<file path="src/ntc_pkg.sv">
// ----------------------------------------------------------------------------
// ntc_pkg: shared constants and code table for the NTC converter
// Holds the non-decreasing ADC code table (one entry per degree from -30 to 125)
// and the widths and fixed values that the pipeline modules share.
// ----------------------------------------------------------------------------
package ntc_pkg;

  localparam int ADC_BITS      = 10;
  localparam int TABLE_ENTRIES = 156;
  localparam int IDX_BITS      = $clog2(TABLE_ENTRIES);
  localparam int TEMP_W        = 12;
  localparam int OFFSET_W      = 10;
  localparam int FRAC_W        = 4;
  localparam int FRAC_STEPS    = 10;
  localparam int PROD_W        = ADC_BITS + FRAC_W;
  localparam int SUM_W         = TEMP_W + 1;

  localparam int BASE_TENTHS   = -300;
  localparam int OOR_TEMP      = -274;
  localparam int OFFSET_RESET  = -33;

  localparam logic [ADC_BITS-1:0] CODE_ROM [TABLE_ENTRIES] = '{
    10'd50,  10'd53,  10'd57,  10'd60,  10'd64,  10'd68,  10'd72,  10'd76,  10'd80,  10'd85,
    10'd90,  10'd95,  10'd100, 10'd105, 10'd111, 10'd117, 10'd123, 10'd129, 10'd136, 10'd143,
    10'd150, 10'd157, 10'd165, 10'd172, 10'd181, 10'd189, 10'd197, 10'd206, 10'd215, 10'd224,
    10'd234,
    10'd243, 10'd253, 10'd263, 10'd273, 10'd284, 10'd294, 10'd305, 10'd316, 10'd327, 10'd338,
    10'd349, 10'd361, 10'd372, 10'd384, 10'd395, 10'd407, 10'd419, 10'd430, 10'd442, 10'd454,
    10'd465, 10'd477, 10'd489, 10'd500, 10'd512, 10'd523, 10'd535, 10'd546, 10'd557, 10'd569,
    10'd580, 10'd590, 10'd601, 10'd612, 10'd622, 10'd632, 10'd642, 10'd652, 10'd662, 10'd672,
    10'd681, 10'd690, 10'd700, 10'd708, 10'd717, 10'd726, 10'd734, 10'd742, 10'd750, 10'd758,
    10'd765, 10'd773, 10'd780, 10'd787, 10'd794, 10'd801, 10'd807, 10'd814, 10'd820, 10'd826,
    10'd832, 10'd837, 10'd843, 10'd848, 10'd854, 10'd859, 10'd864, 10'd868, 10'd873, 10'd877,
    10'd882, 10'd886, 10'd890, 10'd894, 10'd898, 10'd902, 10'd905, 10'd909, 10'd912, 10'd916,
    10'd919, 10'd922, 10'd925, 10'd928, 10'd931, 10'd934, 10'd936, 10'd939, 10'd941, 10'd944,
    10'd946, 10'd948, 10'd951, 10'd953, 10'd955, 10'd957, 10'd959, 10'd961, 10'd963, 10'd966,
    10'd966, 10'd968, 10'd969, 10'd971, 10'd972, 10'd974, 10'd975, 10'd977, 10'd978, 10'd979,
    10'd980, 10'd982, 10'd983, 10'd984, 10'd985, 10'd986, 10'd987, 10'd988, 10'd989, 10'd990,
    10'd991, 10'd992, 10'd993, 10'd994, 10'd995
  };

  localparam logic [ADC_BITS-1:0] CODE_LO = CODE_ROM[0];
  localparam logic [ADC_BITS-1:0] CODE_HI = CODE_ROM[TABLE_ENTRIES-1];

  // Indexes past the end of the table read as zero.
  function automatic logic [ADC_BITS-1:0] rom_code(input logic [IDX_BITS-1:0] idx);
    logic [ADC_BITS-1:0] val;
    val = '0;
    if (int'(idx) < TABLE_ENTRIES) begin
      val = CODE_ROM[idx];
    end
    return val;
  endfunction

endpackage

</file>
<file path="src/ntc_adc_to_temperature.sv">
// ----------------------------------------------------------------------------
// ntc_adc_to_temperature: NTC divider ADC code to temperature in tenths
// Pipeline: 8 search stages, one per table index bit, then 3 interpolation
// stages between input accept and output valid.
// Throughput: one item per cycle; the whole pipeline holds while a result
// waits at the output. Reset (synchronous) empties the pipeline and sets
// the calibration offset to -3.3 degrees.
// ----------------------------------------------------------------------------
module ntc_adc_to_temperature (
  input  logic                                 clk,
  input  logic                                 rst,
  input  logic                                 in_valid,
  output logic                                 in_ready,
  input  logic [ntc_pkg::ADC_BITS-1:0]         adc_code,
  input  logic                                 cfg_wr_en,
  input  logic [ntc_pkg::OFFSET_W-1:0]         cfg_wr_data,
  output logic                                 out_valid,
  input  logic                                 out_ready,
  output logic signed [ntc_pkg::TEMP_W-1:0]    temp_tenths,
  output logic                                 range_error
);
  import ntc_pkg::*;

  logic signed [OFFSET_W-1:0] temp_offset;
  logic                       en;
  logic                       srch_vld;
  logic [ADC_BITS-1:0]        srch_code;
  logic [IDX_BITS-1:0]        srch_idx;
  logic                       srch_err;

  always_ff @(posedge clk) begin
    if (rst) begin
      temp_offset <= OFFSET_W'(OFFSET_RESET);
    end else if (cfg_wr_en) begin
      temp_offset <= cfg_wr_data;
    end
  end

  // Advance every stage unless a finished item is still waiting.
  assign en       = !out_valid || out_ready;
  assign in_ready = en;

  ntc_search u_search (
    .clk      (clk),
    .rst      (rst),
    .en       (en),
    .in_vld   (in_valid),
    .in_code  (adc_code),
    .out_vld  (srch_vld),
    .out_code (srch_code),
    .out_idx  (srch_idx),
    .out_err  (srch_err)
  );

  ntc_interp u_interp (
    .clk      (clk),
    .rst      (rst),
    .en       (en),
    .in_vld   (srch_vld),
    .in_code  (srch_code),
    .in_idx   (srch_idx),
    .in_err   (srch_err),
    .offset   (temp_offset),
    .out_vld  (out_valid),
    .out_temp (temp_tenths),
    .out_err  (range_error)
  );

  a_oor_value: assert property (@(posedge clk) disable iff (rst)
    out_valid && range_error |-> temp_tenths == TEMP_W'(OOR_TEMP))
    else $error("out-of-range item without the fixed reading");

  a_stall_hold: assert property (@(posedge clk) disable iff (rst)
    out_valid && !out_ready |=> out_valid && $stable(temp_tenths) && $stable(range_error))
    else $error("stalled item changed");

endmodule

</file>
<file path="src/ntc_search.sv">
// ----------------------------------------------------------------------------
// ntc_search: pipelined binary search over the code table
// One stage per index bit, MSB first; each stage decides one bit of the
// greatest index whose table code does not exceed the ADC code.
// ----------------------------------------------------------------------------
module ntc_search (
  input  logic                          clk,
  input  logic                          rst,
  input  logic                          en,
  input  logic                          in_vld,
  input  logic [ntc_pkg::ADC_BITS-1:0]  in_code,
  output logic                          out_vld,
  output logic [ntc_pkg::ADC_BITS-1:0]  out_code,
  output logic [ntc_pkg::IDX_BITS-1:0]  out_idx,
  output logic                          out_err
);
  import ntc_pkg::*;

  logic                vld_q  [IDX_BITS];
  logic                err_q  [IDX_BITS];
  logic [ADC_BITS-1:0] code_q [IDX_BITS];
  logic [IDX_BITS-1:0] idx_q  [IDX_BITS];

  for (genvar s = 0; s < IDX_BITS; s++) begin : g_stage
    localparam logic [IDX_BITS-1:0] STEP = IDX_BITS'(1) << (IDX_BITS - 1 - s);

    logic                prev_vld;
    logic                prev_err;
    logic [ADC_BITS-1:0] prev_code;
    logic [IDX_BITS-1:0] prev_idx;
    logic [IDX_BITS-1:0] cand;
    logic                take;

    if (s == 0) begin : g_first
      assign prev_vld  = in_vld;
      assign prev_code = in_code;
      assign prev_idx  = '0;
      assign prev_err  = (in_code < CODE_LO) || (in_code > CODE_HI);
    end else begin : g_next
      assign prev_vld  = vld_q[s-1];
      assign prev_code = code_q[s-1];
      assign prev_idx  = idx_q[s-1];
      assign prev_err  = err_q[s-1];
    end

    assign cand = prev_idx | STEP;
    assign take = ({1'b0, cand} < (IDX_BITS+1)'(TABLE_ENTRIES)) &&
                  (rom_code(cand) <= prev_code);

    always_ff @(posedge clk) begin
      if (rst) begin
        vld_q[s] <= 1'b0;
      end else if (en) begin
        vld_q[s] <= prev_vld;
      end
    end

    always_ff @(posedge clk) begin
      if (en) begin
        code_q[s] <= prev_code;
        err_q[s]  <= prev_err;
        idx_q[s]  <= take ? cand : prev_idx;
      end
    end
  end

  assign out_vld  = vld_q[IDX_BITS-1];
  assign out_code = code_q[IDX_BITS-1];
  assign out_idx  = idx_q[IDX_BITS-1];
  assign out_err  = err_q[IDX_BITS-1];

  // An in-range item must land on an entry at or below its code.
  a_idx_le_code: assert property (@(posedge clk) disable iff (rst)
    out_vld && !out_err |-> rom_code(out_idx) <= out_code)
    else $error("search index points above the code");

  // The next entry, where it exists, must lie above the code.
  a_idx_greatest: assert property (@(posedge clk) disable iff (rst)
    out_vld && !out_err && (int'(out_idx) < TABLE_ENTRIES - 1) |->
      rom_code(out_idx + IDX_BITS'(1)) > out_code)
    else $error("search index is not the greatest match");

endmodule

</file>
<file path="src/ntc_interp.sv">
// ----------------------------------------------------------------------------
// ntc_interp: interpolation to tenths and offset addition
// Three stages: interval position and span, tenths digit by parallel
// compares against multiples of the span, then scaling, offset and output.
// ----------------------------------------------------------------------------
module ntc_interp (
  input  logic                                 clk,
  input  logic                                 rst,
  input  logic                                 en,
  input  logic                                 in_vld,
  input  logic [ntc_pkg::ADC_BITS-1:0]         in_code,
  input  logic [ntc_pkg::IDX_BITS-1:0]         in_idx,
  input  logic                                 in_err,
  input  logic signed [ntc_pkg::OFFSET_W-1:0]  offset,
  output logic                                 out_vld,
  output logic signed [ntc_pkg::TEMP_W-1:0]    out_temp,
  output logic                                 out_err
);
  import ntc_pkg::*;

  // Stage 1: position inside the interval and interval width
  logic                vld1;
  logic                err1;
  logic                last1;
  logic [IDX_BITS-1:0] idx1;
  logic [ADC_BITS-1:0] pos1;
  logic [ADC_BITS-1:0] span1;

  // Stage 2: tenths digit
  logic                vld2;
  logic                err2;
  logic [IDX_BITS-1:0] idx2;
  logic [FRAC_W-1:0]   frac2;
  logic [FRAC_W-1:0]   frac_next;

  logic [PROD_W-1:0]   pos_x10;
  logic [SUM_W-1:0]    idx_x10;
  logic [SUM_W-1:0]    sum_next;

  always_ff @(posedge clk) begin
    if (rst) begin
      vld1    <= 1'b0;
      vld2    <= 1'b0;
      out_vld <= 1'b0;
    end else if (en) begin
      vld1    <= in_vld;
      vld2    <= vld1;
      out_vld <= vld2;
    end
  end

  always_ff @(posedge clk) begin
    if (en) begin
      err1  <= in_err;
      idx1  <= in_idx;
      last1 <= (int'(in_idx) == TABLE_ENTRIES - 1);
      pos1  <= in_code - rom_code(in_idx);
      span1 <= rom_code(in_idx + IDX_BITS'(1)) - rom_code(in_idx);
    end
  end

  // Largest k with k*span <= 10*pos; pos < span keeps it below ten.
  assign pos_x10 = PROD_W'(pos1) * PROD_W'(FRAC_STEPS);

  always_comb begin
    frac_next = '0;
    for (int k = 1; k < FRAC_STEPS; k++) begin
      if (PROD_W'(k) * PROD_W'(span1) <= pos_x10) begin
        frac_next = FRAC_W'(k);
      end
    end
    if (last1 || span1 == '0) begin
      frac_next = '0;
    end
  end

  always_ff @(posedge clk) begin
    if (en) begin
      err2  <= err1;
      idx2  <= idx1;
      frac2 <= frac_next;
    end
  end

  // Stage 3: degrees to tenths, add table base, digit and offset
  assign idx_x10  = SUM_W'(idx2) * SUM_W'(FRAC_STEPS);
  assign sum_next = idx_x10 + SUM_W'(BASE_TENTHS) + SUM_W'(frac2) + SUM_W'(offset);

  always_ff @(posedge clk) begin
    if (en) begin
      out_err  <= err2;
      out_temp <= err2 ? TEMP_W'(OOR_TEMP) : sum_next[TEMP_W-1:0];
    end
  end

  a_frac_digit: assert property (@(posedge clk) disable iff (rst)
    vld2 && !err2 |-> frac2 < FRAC_W'(FRAC_STEPS))
    else $error("interpolation digit out of range");

  a_span_nonzero: assert property (@(posedge clk) disable iff (rst)
    vld1 && !err1 && !last1 |-> span1 != '0 && pos1 < span1)
    else $error("interval position outside its span");

endmodule

</file>
<file path="config.mk">
export PLATFORM = sky130hd
export DESIGN_NAME = ntc_adc_to_temperature
export DESIGN_NICKNAME = d
export VERILOG_FILES = /design/src/ntc_pkg.sv /design/src/ntc_adc_to_temperature.sv /design/src/ntc_search.sv /design/src/ntc_interp.sv
export SDC_FILE = /design/constraint.sdc
export NUM_CORES = 1
export LEC_CHECK = 0
export ABC_AREA = 1
export BUFFER_PORTS_ARGS = -buffer_cell sky130_fd_sc_hd__buf_4
export CAP_MARGIN = 5
export CORE_MARGIN = 1.5
export CORE_UTILIZATION = 53
export CTS_CLUSTER_SIZE = 40
export DETAILED_ROUTE_END_ITERATION = 8
export PLACE_DENSITY = 0.77
export SYNTH_ARGS = -nofsm -noshare
export SYNTH_HDL_FRONTEND = slang
export SYNTH_SLANG_ARGS = --single-unit
</file>
<file path="constraint.sdc">
create_clock -name clk -period 5.6 [get_ports clk]
set_clock_uncertainty 0.15 [all_clocks]
set_input_delay 0.56 -clock clk [delete_from_list [all_inputs] [get_ports clk]]
set_output_delay 0.56 -clock clk [all_outputs]
set_load 0.02 [all_outputs]
</file>
==> metrics, run 1 <==
synth top area cells edfxtp_1 (28%), ha_1 (21%), nand2_1 (7.6%); Starting Density 54.2%; min Tclk post-route 4.95 ns; Post-synth EDFFs 188; largest net degree at the start of global routing 80; Pins Over Slew Limit 0; sequential-to-total area share from yosys stat 29.6%; CP Launch Type flip-flop; post-DP HPWL 43400 um; Clock Tree Buf Depth 3; Worst Reg2Reg Path Length in Cells 24; post-CTS setup buffer count 0; unrepaired setup endpoints after global routing no; fill count 3298; Die ar. 38900 um^2; num rows 70; WP data arrival 5.09 ns; WL/cell 18.1 um; Worst Hold Slack 0.0454 ns; share of post-route cells with drive strength above 1 6.75%; total global-route track usage 28.9%; achievable frequency 202 MHz; RR Endpoint u_interp.span1[9]; Yosys top cell area share 28.3%; Cell Area, Synth 20000 um^2; CTS Buf Count 23; final core utilization 58.8%; Async S/R FF share, synth 0%; Avg Cell Area, Syn 7.89 um^2; Inst Count DP 3056; first-pass GRT wire length 90200 um; Synth warnings 0; DRC violations left 0; Critical Path Fanout Max 9; cell accounting for the most synthesized area edfxtp_1; I/O pin count 40; final hold vios 0; area grow syn2layout 8.55%; die height 197 um; ANT nets after route 0; # clock sinks 201; Worst path slowest cell o311ai_0; drt pass-1 iters 6; Worst Path Required 5.74 ns; Hold Crit Class input port to flip-flop; fin crit share 88.4%; most used cell, CP nand2_1; Cell Chain, Critical Path ha_1 -> inv_2 -> ha_1 -> inv_1 -> ha_1 -> o21ai_0 -> a31oi_1 -> o31ai_1 -> o311ai_0 -> nand3_1 -> inv_1 -> ha_1 -> a21oi_1 -> nand2_1 -> nand2_1 -> nand2_1 -> a21oi_1 -> inv_1 -> a21oi_1 -> o21bai_1 -> nand2_1 -> nand2_1 -> a21oi_1 -> xor2_1; synthesis-stage register bit count 201; setup TNS 0 ns; nets 2963; fin cells 3097; post_cts resized 0; CP endpoint kind flip-flop; max_cap viols 0; Worst-path clk slew 0.06 ns; Crit. Startpoint u_search.idx_q[1][24]; Port Buffers 39; Iteration-0 DRC Markers 1443; Root Buffer clkbuf_16; Post-synth top flop edfxtp_1; worst stage delay on the critical path 0.43 ns; # diodes 0; CP Class flip-flop to flip-flop; Netlist cell types 65; Routed WL 56000 um; H-tree levels 1; final setup vio count 0; vias in the first global route 17600; worst-margin pin slew 1.04 ns; FF-to-FF setup slack 0.65 ns; R2R Path Start u_search.idx_q[1][24]; Die W 197 um; routability-driven placement congestion ratio 0.980; core area 36900 um^2; initial antenna violation count 0; syn_nets 2919; outcome finished clean; worst skew pair latency 0.55 ns; routed via count 18100; Worst Setup EP u_interp.span1[9]; CTS Hold Bufs 0; Post-Syn Instances 2533; Slew Limit Headroom 30.5%; grt ovf 0; clock tree from TritonCTS done; vias per cell 5.84
## flip-flops by register name, summed over array words and instances, names as in the netlist, 4 cells and up
signal	cells
u_search.code_q	80
temp_offset	10
u_search.vld_q	8
u_interp.idx2	8
u_interp.pos1	10
u_search.idx_q	36
u_interp.out_temp	12
u_search.err_q	8
u_interp.idx1	8
u_interp.frac2	4
u_interp.span1	10
## cells in the mapped netlist, types with 4 or more instances
master	instances
a21oi_2	5
nand2_1	407
o221ai_1	9
fa_1	22
dfxtp_1	13
o21bai_1	12
o21ai_1	5
nor2_1	236
buf_2	16
inv_2	12
xnor2_1	22
a21oi_1	206
nand2_2	8
a21o_1	5
o21ai_0	180
a211oi_1	10
o211ai_1	28
nor2_2	4
nor4_1	5
nor3_1	31
o22ai_1	18
nand3b_1	4
a21boi_0	6
a221oi_1	7
nand3_1	108
buf_1	10
xor2_1	35
o311ai_0	17
o21a_1	4
nor2_4	4
o2111ai_1	4
o31ai_1	15
ha_1	339
or2_2	11
clkbuf_1	33
clkinv_1	4
edfxtp_1	188
a311oi_1	4
nand4_1	25
inv_1	400
a31oi_1	24
## cell usage in the layout (no fill, tap or decap), types with 10 or more instances in the layout
cell,instances
inv_1,399
nand3_1,108
o21ai_0,180
edfxtp_1,188
o21bai_1,12
clkbuf_16,24
o211ai_1,28
dfxtp_1,13
nand2_1,407
nand4_1,25
or2_2,11
a21oi_1,206
o31ai_1,15
a211oi_1,10
xor2_1,35
buf_4,82
nor3_1,31
fa_1,22
ha_1,339
nor2_1,236
a31oi_1,24
o22ai_1,18
inv_2,12
xnor2_1,22
o311ai_0,17
## metal layers
layer	share of wire, %	vias up	wire, um	global-route usage [%]
met5	0	-	0	0
met3	6.9	151	3880	3.64
met1	42	8401	23500	37.2
met4	4.0	0	2270	10.6
met2	47	757	26400	49.7
li1	-	8777	-	-
## critical path: cells and delay by family, from the launching register on
family / cells / cell delay, ns
AND/OR/NAND/NOR: 6 / 0.54
XOR/XNOR: 1 / 0.10
flip-flops: 1 / 0.42
AO/OA/AOI/OAI: 9 / 1.66
adder cells (fa/ha/maj): 4 / 1.29
buffers and inverters: 4 / 0.54
## final cells by class
| type | instances | area [um^2] | area share, % |
|---|---|---|---|
| timing repair buffer | 82 | 616 | 2.84 |
| tap | 504 | 631 | 2.91 |
| clock inverter | 16 | 133 | 0.612 |
| multi-input combinational | 1853 | 12200 | 56.4 |
| clock buffer | 25 | 604 | 2.79 |
| sequential | 201 | 5910 | 27.2 |
| inverter | 416 | 1570 | 7.22 |
## worst min path at each step
stage	from	end	cells after the start
after floorplan	u_search.err_q[7]	u_interp.err1	0
after global placement	u_search.err_q[6]	u_search.err_q[7]	0
after detailed placement	u_search.err_q[2]	u_search.err_q[3]	0
after CTS	adc_code[2]	u_search.code_q[0][2]	1
after global routing	adc_code[2]	u_search.code_q[0][2]	1
final	adc_code[2]	u_search.code_q[0][2]	1
## logic make-up after synthesis
family,after synthesis,share of synthesized area (%)
compound gates,579,17.1
xor+xnor,59,2.66
fa+ha+maj,361,23.4
buf+inv,479,9.21
flops,201,29.6
simple gates,854,18.1
## through the flow
step                cell area [um^2]  setup slack (ns)
floorplan                      20000              1.02
global placement               20900             0.804
detailed placement             20900             0.792
CTS                            21700             0.736
global route                   21700             0.159
finish                         21700             0.648
Power of run 1 is left out: the tool's default activity adds up to more than one toggle a clock period on the data nets, which glitch-free logic cannot reach.
==> run 2, diff against run 1 <==
- CORE_ASPECT_RATIO: default -> 0.8
==> run 2 against run 1 <==
Via count increased by 0.19%. Die area barely moved. Utilization fell by 0.62 points. Routed wire length fell by 2.8%. Flip-flop and latch count is the same. Global-route usage is 0.83 points lower. Count of clock-buffer cells in the layout increased by 4. Cell area shrank 0.37%. Non-clock buffer count is 7 lower. Largest cell class unchanged.
==> metrics, run 2 (synthesis gave the netlist of run 1 again) <==
outcome finished clean; CP Class flip-flop to flip-flop; Iteration-0 DRC Markers 1901; post-CTS setup buffer count 0; max_cap viols 0; CP endpoint kind flip-flop; R2R Path Start u_search.idx_q[1][24]; routed via count 18100; final setup vio count 0; most common cell after layout, fill and taps aside nand2_1; total global-route track usage 28.1%; die height 177 um; Cell Chain, Critical Path ha_1 -> inv_2 -> ha_1 -> inv_1 -> ha_1 -> o21ai_0 -> a31oi_1 -> o31ai_1 -> o311ai_0 -> nand3_1 -> inv_1 -> ha_1 -> a21oi_1 -> nand2_1 -> nand2_1 -> nand2_1 -> a21oi_1 -> inv_1 -> a21oi_1 -> o21bai_1 -> nand2_1 -> nand2_1 -> a21oi_1 -> xor2_1; Root Buffer clkbuf_16; WL/cell 17.7 um; initial antenna violation count 0; Min-Delay Endpoint u_search.code_q[0][2]; most frequent cells in the layout nand2_1 (407), inv_1 (399), ha_1 (339); FF-to-FF setup slack 0.42 ns; share of post-route cells with drive strength above 1 6.27%; Pins Over Slew Limit 0; # clock sinks 201; CTS Buf Count 22; Top reg by flops u_search.code_q; vias in the first global route 17300; Regs by FF count u_search.code_q (80), u_search.idx_q (36), u_interp.out_temp (12); worst skew pair latency 0.52 ns; Min-Delay Path Depth 1; min Tclk post-route 5.18 ns; Hold Crit Class input port to flip-flop; area grow syn2layout 8.15%; Clock Tree Buf Depth 3; achievable frequency 193 MHz; drt pass-1 iters 6; most used cell, CP nand2_1; num rows 63; final hold vios 0; worst-margin pin slew 0.880 ns; first-pass GRT wire length 87700 um; post_cts resized 0; Die W 220 um; nets 2955; max reg flops 80; Starting Density 53.8%; grt ovf 0; RR Endpoint u_interp.span1[9]; HP Start adc_code[2]; unrepaired setup endpoints after global routing no; DRC violations left 0; clock tree from TritonCTS done; Worst-path clk slew 0.06 ns; Critical Path Fanout Max 13; CTS Hold Bufs 0; post-DP HPWL 42000 um; Worst path slowest cell o311ai_0; ANT nets after route 0; Slew Limit Headroom 41.3%; vias per cell 5.90; I/O pin count 40; core area 37100 um^2; Port Buffers 39; H-tree levels 1; fin crit share 92.5%; routability-driven placement congestion ratio 0.989; Worst Path Required 5.71 ns; largest net degree at the start of global routing 63; CP Launch Type flip-flop; Routed WL 54400 um; Die ar. 38900 um^2; worst stage delay on the critical path 0.52 ns; # diodes 0; Worst Reg2Reg Path Length in Cells 24; WP data arrival 5.29 ns; setup TNS 0 ns
run 2: worst max-delay path, delay by kind of cell (launching register included):
kind                     cells  cell delay [ns]
flip-flops                   1             0.48
AND/OR/NAND/NOR              6             0.49
AO/OA/AOI/OAI                9             1.70
XOR/XNOR                     1             0.08
buffers and inverters        4             0.67
adder cells (fa/ha/maj)      4             1.35
run 2: metal layers:
layer  vias to the layer above  global-route usage [%]  wire length (um)
met4                         0                    6.89              1320
li1                       8764                       -                 -
met3                       123                    4.91              4710
met5                         -                       0                 0
met2                       860                    45.5             24300
met1                      8374                    38.9             24100
run 2: how the worst max path moves through the flow:
| stage | slack, ns | startpoint | to | depth (start not counted) |
|---|---|---|---|---|
| final | 0.42 | u_search.idx_q[1][24] | u_interp.span1[9] | 24 |
| after global routing | 0.01 | u_search.idx_q[1][24] | u_interp.span1[9] | 25 |
| after CTS | 0.57 | u_search.idx_q[1][24] | u_interp.span1[9] | 24 |
| after detailed placement | 0.59 | u_search.idx_q[1][24] | u_interp.span1[9] | 24 |
| after global placement | 0.59 | u_search.idx_q[1][24] | u_interp.span1[9] | 26 |
| after floorplan | 1.02 | u_search.idx_q[1][26] | u_interp.span1[9] | 26 |
run 2: area by class of cell:
type                            count  area (um^2)
Clock buffer                       29          608
Multi-Input combinational cell   1853        12200
Sequential cell                   201         5910
Fill cell                        3255        15500
Tap cell                          487          609
Clock inverter                     10          110
Inverter                          416         1570
Timing Repair Buffer               75          576
run 2: per-stage QoR:
| stage | hold slack (ns) | instances | setup WS, ns | area (um^2) | utilization (%) |
|---|---|---|---|---|---|
| CTS | 0.0653 | 3071 | 0.567 | 21600 | 58.2 |
| finish | 0.0767 | 3071 | 0.419 | 21600 | 58.2 |
| global placement | 0.251 | 3032 | 0.591 | 20900 | 56.3 |
| floorplan | 0.250 | 2533 | 1.02 | 20000 | - |
| detailed placement | 0.255 | 3032 | 0.587 | 20900 | 56.3 |
| global route | 0.0664 | 3071 | 0.0112 | 21600 | 58.2 |
Power of run 2 is left out for the same reason.
